<file path="config.mk">
export PLATFORM = sky130hd
export DESIGN_NAME = imhq_ctrl
export DESIGN_NICKNAME = d
export VERILOG_FILES = /design/src/design/imhq_pkg.sv /design/src/design/imhq_ctrl.sv
export SDC_FILE = /design/constraint.sdc
export NUM_CORES = 1
export LEC_CHECK = 0
export ABC_AREA = 1
export BUFFER_PORTS_ARGS = -buffer_cell sky130_fd_sc_hd__buf_2
export CORE_AREA = 2 2 39 41
export CTS_CLUSTER_DIAMETER = 50
export DETAILED_ROUTE_END_ITERATION = 16
export DIE_AREA = 0 0 41 43
export SLEW_MARGIN = 10
export SYNTH_ARGS = -nofsm -noshare
export SYNTH_HDL_FRONTEND = slang
export SYNTH_SLANG_ARGS = --single-unit
</file>
<file path="constraint.sdc">
create_clock -name clk -period 1.2 [get_ports clk]
set_input_delay 0.12 -clock clk [delete_from_list [all_inputs] [get_ports clk]]
set_output_delay 0.12 -clock clk [all_outputs]
set_load 0.005 [all_outputs]
</file>
<file path="src/design/imhq_pkg.sv">
`timescale 1ns / 1ps
package imhq_pkg;

  typedef enum logic [1:0] {
    ST_OK    = 2'd0,
    ST_EMPTY = 2'd1,
    ST_FULL  = 2'd2,
    ST_RSVD  = 2'd3
  } status_t;

  typedef enum logic [3:0] {
    S_CLEAR,
    S_IDLE,
    S_START,
    S_UP_RD,
    S_UP_CMP,
    S_DN_RD,
    S_DN_CMP,
    S_DONE,
    S_OUT
  } fsm_t;

  // controller -> datapath
  typedef struct packed {
    logic clear;     // clear one presence entry
    logic load;      // capture input word
    logic start;     // decode item, first writes
    logic up_rd;     // read parent for sift up
    logic up_cmp;    // compare and swap with parent
    logic dn_rd;     // read both children
    logic dn_cmp;    // compare and swap with child
    logic finish;    // register result word
  } dp_cmd_t;

  // datapath -> controller
  typedef struct packed {
    logic clr_done;  // last presence entry being cleared
    logic go_up;     // start went to sift up
    logic go_dn;     // start went to sift down
    logic up_more;   // sift up continues
    logic dn_more;   // sift down continues
  } dp_sts_t;

endpackage

</file>
<file path="src/design/imhq_ctrl.sv">
`timescale 1ns / 1ps
module imhq_ctrl (
  input  logic              clk,
  input  logic              rst_n,
  input  logic              in_valid,
  output logic              in_ready,
  output logic              out_valid,
  input  logic              out_ready,
  input  imhq_pkg::dp_sts_t sts,
  output imhq_pkg::dp_cmd_t cmd
);
  import imhq_pkg::*;

  fsm_t state_r, state_nxt;

  // next state
  always_comb begin
    state_nxt = state_r;
    unique case (state_r)
      S_CLEAR:  if (sts.clr_done) state_nxt = S_IDLE;
      S_IDLE:   if (in_valid) state_nxt = S_START;
      S_START: begin
        priority if (sts.go_up) state_nxt = S_UP_RD;
        else if (sts.go_dn) state_nxt = S_DN_RD;
        else state_nxt = S_DONE;
      end
      S_UP_RD:  state_nxt = S_UP_CMP;
      S_UP_CMP: state_nxt = sts.up_more ? S_UP_RD : S_DONE;
      S_DN_RD:  state_nxt = S_DN_CMP;
      S_DN_CMP: state_nxt = sts.dn_more ? S_DN_RD : S_DONE;
      S_DONE:   state_nxt = S_OUT;
      S_OUT:    if (out_ready) state_nxt = S_IDLE;
      default:  state_nxt = S_IDLE;
    endcase
  end

  always_ff @(posedge clk) begin
    if (!rst_n) begin
      state_r <= S_CLEAR;
    end else begin
      state_r <= state_nxt;
    end
  end

  // outputs
  always_comb begin
    cmd        = '0;
    cmd.clear  = (state_r == S_CLEAR);
    cmd.load   = (state_r == S_IDLE) && in_valid;
    cmd.start  = (state_r == S_START);
    cmd.up_rd  = (state_r == S_UP_RD);
    cmd.up_cmp = (state_r == S_UP_CMP);
    cmd.dn_rd  = (state_r == S_DN_RD);
    cmd.dn_cmp = (state_r == S_DN_CMP);
    cmd.finish = (state_r == S_DONE);
    in_ready   = (state_r == S_IDLE);
    out_valid  = (state_r == S_OUT);
  end
endmodule

</file>
== Word-level counts from Yosys, hierarchy flattened ==
Cells that the tools add are included.
Widths: inputs -> output; s select.

* Register bits after elaboration: 4
* Input bits: 9

* Muxes and demuxes: 8
* Eq/ne operators: 11
* Reduce and logical (&&, ||, !) cells: 3

{| class="wikitable"
|+ Operator list
! cell !! count
|-
| $pmux 4 s9 || 1
|-
| $eq 4x3->1 const B || 4
|-
| $mux 4 || 3
|-
| $eq 4x2->1 const B || 2
|-
| $mux 3 || 2
|-
| $eq 4x1->1 const B || 1
|-
| $eq 4x4->1 const B || 1
|-
| $logic_not 4->1 || 1
|-
| $mux 2 || 2
|-
| $ne 2x2->1 const B || 2
|-
| $reduce_and 3->1 || 1
|-
| $ne 2x1->1 const B || 1
|-
| $logic_and 1x1->1 || 1
|}

== Longest topological paths before layout ==
Gate-level depths: netlist of the first run.

* Depth in word-level cells: 3
* Mapped depth: 7

== Worst setup path after synthesis of the first run ==
Ideal clock, no wire load.

* Path type: flip-flop to flip-flop
* Start: register state_r[0]
* End: register state_r[1]
* Clock period less this slack: 0.991 ns
* Arrival: 0.878 ns
* Cell stages (with the launch flop): 7
* Buffers on the path: 0
* Required time: 1.087 ns
* Library setup time: 0.113 ns
* Slack: 0.209 ns
* Cells stage by stage: dfxtp_1 nor2_1 nand3_1 nand2_1 nor2_1 nand2_1 nor2_1

* Word-level cells in the longest chain between the ends: 3

{| class="wikitable"
|+ Ends and longest elaborated chain
! element !! RTL line !! source
|-
| from (decl) || imhq_ctrl.sv:14 || <nowiki>fsm_t state_r, state_nxt;</nowiki>
|-
| from (signal assigned) || imhq_ctrl.sv:41 || <nowiki>state_r <= state_nxt;</nowiki>
|-
| $eq 4x4->1, or another cell as far along || imhq_ctrl.sv:19 || <nowiki>unique case (state_r)</nowiki>
|-
| $ne 2x1->1 (no line) / $ne 2x2->1 (equally long branches) || n/a ||
|-
| $reduce_and 3->1 (no line) || n/a ||
|}

Several ways; a longest one is shown, not always the timed one.
A chain may end at the register's enable or synchronous reset.

==> flow_summary_export.csv, run 1 <==
group,metric,value,unit
status,outcome,"finished, final reports clean",
finish,syn2layout_area_growth,80.38,%
detailed_routing,antenna_left,0,
hold_path,hp-class,"input port to flop",
clock_network,clk_pin_slew,0.04,ns
floorplan,rows,14,
sta,setup_viol,0,
setup_path,arrival,1.07,ns
synth,ys_types,13,
clock_network,cts.sinks,4,
power_and_ir_drop,p_leak,0.3574,nW
power_and_ir_drop,netSwitchingPower,237.8,µW
detailed_routing,via_per_inst,4.350,
finish,layout_commonest_cell,"buf_2",
sta,final.setup.tns,0,ns
placed_design,gp_congestion,0.7587,
sta,fin_crit,1.189,ns
synth,seq_area_frac_synth,24.62,%
finish,largest_reg_flops,4,
sta,hold_slack,0.1227,ns
clock_network,htree_levels,1,
floorplan,die_h,43,µm
power_and_ir_drop,p_int,406.9,µW
job,maxCapViolCount,0,
sta,hold_violations,0,
synth,syn-num-nets,67,
detailed_routing,post_drt_wl_per_cell,10.16,µm
synth,syn_area_per_cell,5.609,µm²
sta,post-route-period-util,99.06,%
finish,drive_gt1_share,56.32,%
clock_network,numCtsBuffers,3,
grt,grt.overflow.total,0,
synth,synth-seq-cells,4,
synth,ys_top_cells_by_area,"dfxtp_1 25%, inv_1 20%, nor2_1 13%, nand3_1 12%, nand2_1 8.1%",
power_and_ir_drop,combPwrFrac,44.7,%
setup_path,cp_max_fo,5,
setup_path,crit_required,1.08,ns
power_and_ir_drop,clockPowerShare,27.2,%
synth,netlist.area_leader.share,24.62,%
finish,top_register,"state_r",
detailed_routing,detail_route.iter0.violations,2,
finish,most-common-layout-cells,"18 x buf_2, 13 x inv_1, 8 x nor2_1",
grt,grtUsageTotal,12.25,%
sta,rsz0062_at_grt,"yes",
floorplan,die_w,41,µm
synth,yosysTopAreaCell,"dfxtp_1",
power_and_ir_drop,max-vdd-ir-drop,0.5327,mV
clock_network,cts_max_path_buffers,2,
finish,multi_input_area,229.0,µm²
clock_network,clkLatencyLatePin,0.25,ns
finish,diodes,0,
floorplan,core,1384,µm²
floorplan,dieArea,1763,µm²
sta,fmax,0.8412,GHz
clock_network,cts_root_buf,"clkbuf_4",
synth,syn_area,325.3,µm²
grt,antenna_found_initial,0,
detailed_routing,firstDrtPassIters,4,
finish,seqCellArea,95.09,µm²
placed_design,hpwlAfterDp,676.7,µm
sta,final.setup_skew,0.001080,ns
floorplan,start_util,23.51,%
setup_path,end_kind,"primary output",
power_and_ir_drop,swShare,36.89,%
detailed_routing,dr_total_vias,448,
detailed_routing,wirelength,1046,µm
power_and_ir_drop,seqPwrFrac,28.2,%
grt,grt_max_degree,6,
grt,grt_pass1_wl,1393,µm
detailed_routing,route.detailed.drc,0,
sta,slew_headroom,87.81,%
placed_design,dpl.cell_count,92,
power_and_ir_drop,power.density,1099,nW/µm²
finish,fillerInstances,144,
floorplan,ios,19,
setup_path,worstSetupPathType,"flop to primary output",
sta,worst_slack,0.01127,ns
setup_path,start_kind,"flop",
finish,layout.nets,98,
clock_network,cts_tree,"done",
synth,yosysWarnings,0,
placed_design,dp_slack,0.06196,ns
sta,tightest_slew,0.1820,ns
placed_design,io_buffer_count,18,
sta,slew_viol_final,0,
finish,instances_no_fill,103,
grt,grt_pass1_vias,362,
synth,syn_inst,58,
finish,largest_registers,"state_r (4)",
critical path, cell delays in order (launching register included):
cell and delay (ns):
dfxtp_4 0.37, nor2_4 0.14, buf_6 0.11, nand2_2 0.05, inv_1 0.05, buf_2 0.10
layer usage:
metal  track usage (%)  up-vias  wire length, µm
li1                  -      235                -
met4             8.000        0               19
met2             18.75       13              556
met1             13.18      198              398
met3             4.712        2               71
met5                 0        -                0
through the flow:
stage	cell area, µm²	util (%)	power, mW
finish	586.8	42.41	0.6447
global placement	435.4	31.46	0.3484
floorplan	325.3	-	0.2830
global route	586.8	42.41	0.6922
detailed placement	435.4	31.46	0.3487
CTS	523.0	37.79	0.5674
cells in the mapped netlist:
master / n
o21ai_0: 1
nand2_1: 7
nor2_4: 1
nor2_2: 2
nand3_1: 8
dfxtp_1: 4
nor2_1: 11
nand3b_1: 1
nor3_1: 2
a21oi_1: 2
o211ai_1: 1
inv_1: 17
nand3_2: 1
what timing repair did:
item                                    in CTS  in global routing
resized for setup                           14                 12
hold buffers                                 0                  0
endpoints found under the setup margin      10                 10
setup buffers                                4                  4
pin swaps                                    2                  5
kinds of logic (layout without fill, tap and decap cells):
group	Yosys count	after routing	synth area share, %
buffers and inverters	17	46	19.62
AO/OA/AOI/OAI	4	4	6.923
AND/OR/NAND/NOR	33	33	48.85
flip-flops	4	4	24.62
layout make-up:
type                       count  share of cell area [%]
timing repair buffer          26                   26.23
multi-input combinational     37                   39.02
clock buffer                   3                   3.838
sequential                     4                   16.20
inverter                      17                   11.30
tap                           16                   3.412
worst paths after layout:
| kind | endpoint | startpoint | cells after the start | slack (ns) |
|---|---|---|---|---|
| setup / recovery | cmd[3] | state_r[0] | 5 | 0.01 |
| hold / removal | state_r[0] | rst_n | 3 | 0.12 |
| setup reg to reg | state_r[1] | state_r[0] | 8 | 0.06 |
| hold reg to reg | state_r[0] | state_r[3] | 2 | 0.58 |
power by group through the flow:
stage | Clock, mW | Combinational (mW) | Sequential (mW)
CTS | 0.176 | 0.215 | 0.176
floorplan | 0 | 0.117 | 0.166
finish | 0.175 | 0.288 | 0.182
global route | 0.188 | 0.320 | 0.184
global placement | 0 | 0.177 | 0.171
detailed placement | 0 | 0.178 | 0.171
(Power assumes the default switching activity.)
==> inputs of run 2 (changes only) <==
==> constraint.sdc (replaced) <==
create_clock -name clk -period 1.2 [get_ports clk]
set_input_delay 0.18 -clock clk [delete_from_list [all_inputs] [get_ports clk]]
set_output_delay 0.18 -clock clk [all_outputs]
set_load 0.005 [all_outputs]
==> run 2 against run 1 <==
Hold slack better by 0.079 ns. Clock power decreased by 10%. Power grew 6.0%. First-iteration DRC count increased to 3.5 times the previous value. Clock-buffer cell count stayed put. Clock skew up 0.0011 ns. Combinational power grew 20%. The run now ends with negative setup slack left. Sequential share of layout area is 1.7 points lower. Fmax decreased by 5.9%. Largest cell class unchanged. Design area increased by 12%. Critical endpoint is now cmd[0].
==> flow_summary_export.csv, run 2 (synthesized netlist as in run 1, its figures left out) <==
group,metric,value,unit
floorplan,rows,14,
power_and_ir_drop,power.density,1041,nW/µm²
sta,hold_violations,0,
grt,grt.overflow.total,0,
setup_path,cp_top_family,"flip-flops",
clock_network,cts_root_buf,"clkbuf_4",
status,outcome,"complete, but fails checks",
sta,setup_viol,8,
floorplan,die_w,41,µm
finish,layout_commonest_cell,"buf_2",
detailed_routing,route.detailed.drc,0,
detailed_routing,via_per_inst,4.374,
setup_path,start_kind,"flop",
detailed_routing,post_drt_wl_per_cell,9.972,µm
setup_path,timing.rr.start,"state_r[3]",
setup_path,r2r.worst_path.cells,8,
clock_network,postCtsHoldBufs,0,
clock_network,cts_max_path_buffers,2,
grt,grt_max_degree,6,
setup_path,cp_max_fo,5,
sta,rsz0062_at_grt,"yes",
sta,slew_headroom,87.53,%
finish,instances_no_fill,107,
setup_path,r2r-end,"state_r[1]",
detailed_routing,antenna_left,0,
setup_path,worstSetupPathType,"flop to primary output",
placed_design,dpl.cell_count,94,
setup_path,path_cells,"inv_2, nor2_4, nand3_2, inv_1, buf_2",
clock_network,htree_levels,1,
detailed_routing,wirelength,1067,µm
placed_design,gp_congestion,0.7516,
sta,final.setup_skew,0.002230,ns
finish,syn2layout_area_growth,101.9,%
sta,fin_crit,1.263,ns
placed_design,hpwlAfterDp,691.1,µm
finish,post-route-cell-area,656.9,µm²
finish,drive_gt1_share,65.93,%
floorplan,core,1384,µm²
finish,layout.nets,102,
setup_path,endpoint,"cmd[0]",
grt,grt_pass1_vias,406,
setup_path,crit_required,1.02,ns
clock_network,clkLatencyLatePin,0.23,ns
sta,slew_viol_final,0,
clock_network,cts_tree,"done",
setup_path,crit_buf_inv,3,
hold_path,hp-class,"input port to flop",
sta,worst_slack,-0.06342,ns
floorplan,die_h,43,µm
setup_path,critPathMaxStageDelay,0.37,ns
detailed_routing,detail_route.iter0.violations,7,
setup_path,crit_start,"state_r[2]",
grt,grt_pass1_wl,1462,µm
finish,largest_reg_flops,4,
clock_network,cts.sinks,4,
sta,hold_slack,0.2018,ns
power_and_ir_drop,p_leak,0.3819,nW
sta,post-route-period-util,105.3,%
placed_design,dp_slack,0.01666,ns
sta,tightest_slew,0.1866,ns
setup_path,crit_slowest_cell,"dfxtp_4",
setup_path,end_kind,"primary output",
power_and_ir_drop,max-vdd-ir-drop,0.4937,mV
clock_network,clk_pin_slew,0.03,ns
floorplan,start_util,23.51,%
sta,final.setup.tns,-0.2544,ns
finish,most-common-layout-cells,"17 x buf_2, 11 x inv_1, 8 x buf_4",
floorplan,dieArea,1763,µm²
clock_network,numCtsBuffers,3,
finish,diodes,0,
status,violations,"negative setup slack",
finish,largest_registers,"state_r (4)",
grt,antenna_found_initial,0,
finish,top_register,"state_r",
placed_design,io_buffer_count,18,
setup_path,cp_num_cells,5,
setup_path,r2r_setup_slack,0.06,ns
detailed_routing,firstDrtPassIters,4,
job,maxCapViolCount,0,
sta,fmax,0.7915,GHz
setup_path,arrival,1.08,ns
floorplan,ios,19,
grt,grtUsageTotal,12.24,%
placed_design,place_area,450.4,µm²
detailed_routing,dr_total_vias,468,
## run 2: cell types whose count changed in the layout (fill, tap and decap cells not counted), sizes merged
cell  delta
buf      +4
## run 2: repair_timing
action | CTS | global route
endpoints found under the setup margin | 10 | 12
pin swaps | 7 | 7
setup buffers | 8 | 2
resized for setup | 24 | 14
## run 2: routing by layer
layer	GRT usage, %	vias up	share of wire [%]
met1	12.82	209	39
met3	1.571	2	5.0
met2	20.94	14	55
met4	8.000	0	1.3
li1	-	243	-
met5	0	-	0
## run 2: cell type report
type | count | area [µm²]
Clock buffer | 3 | 22.52
Timing Repair Buffer | 30 | 201.4
Inverter | 17 | 66.31
Fill cell | 143 | 726.9
Sequential cell | 4 | 95.09
Multi-Input combinational cell | 37 | 251.5
Tap cell | 16 | 20.02
## run 2: worst min-delay path by stage
| stage | end | start | cells after the start |
|---|---|---|---|
| final | state_r[0] | rst_n | 3 |
| after global routing | state_r[1] | rst_n | 3 |
| after CTS | state_r[0] | rst_n | 3 |
| after detailed placement | state_r[0] | rst_n | 3 |
| after global placement | state_r[0] | rst_n | 3 |
| after floorplan | state_r[0] | rst_n | 2 |
## run 2: power breakdown
group	total [mW]	internal (mW)	switching (mW)	leakage [nW]
Sequential	0.180	0.150	0.0307	0.0356
Clock	0.157	0.111	0.0459	0.0138
Combinational	0.346	0.178	0.168	0.333
## run 2: stage by stage
step / power (mW) / util (%)
after global routing: 0.7340 / 47.47
final: 0.6835 / 47.47
after global placement: 0.3609 / 32.55
after detailed placement: 0.3624 / 32.55
after CTS: 0.6212 / 42.77
after floorplan: 0.2830 / -
## run 2: worst reg2reg max path, cell delays in order (launching register included)
cell,delay (ns)
dfxtp_4,0.36
nor2_4,0.18
buf_6,0.12
buf_4,0.10
nand3_2,0.07
nand2_2,0.07
nor2_2,0.04
nand2_1,0.06
nor2_1,0.04
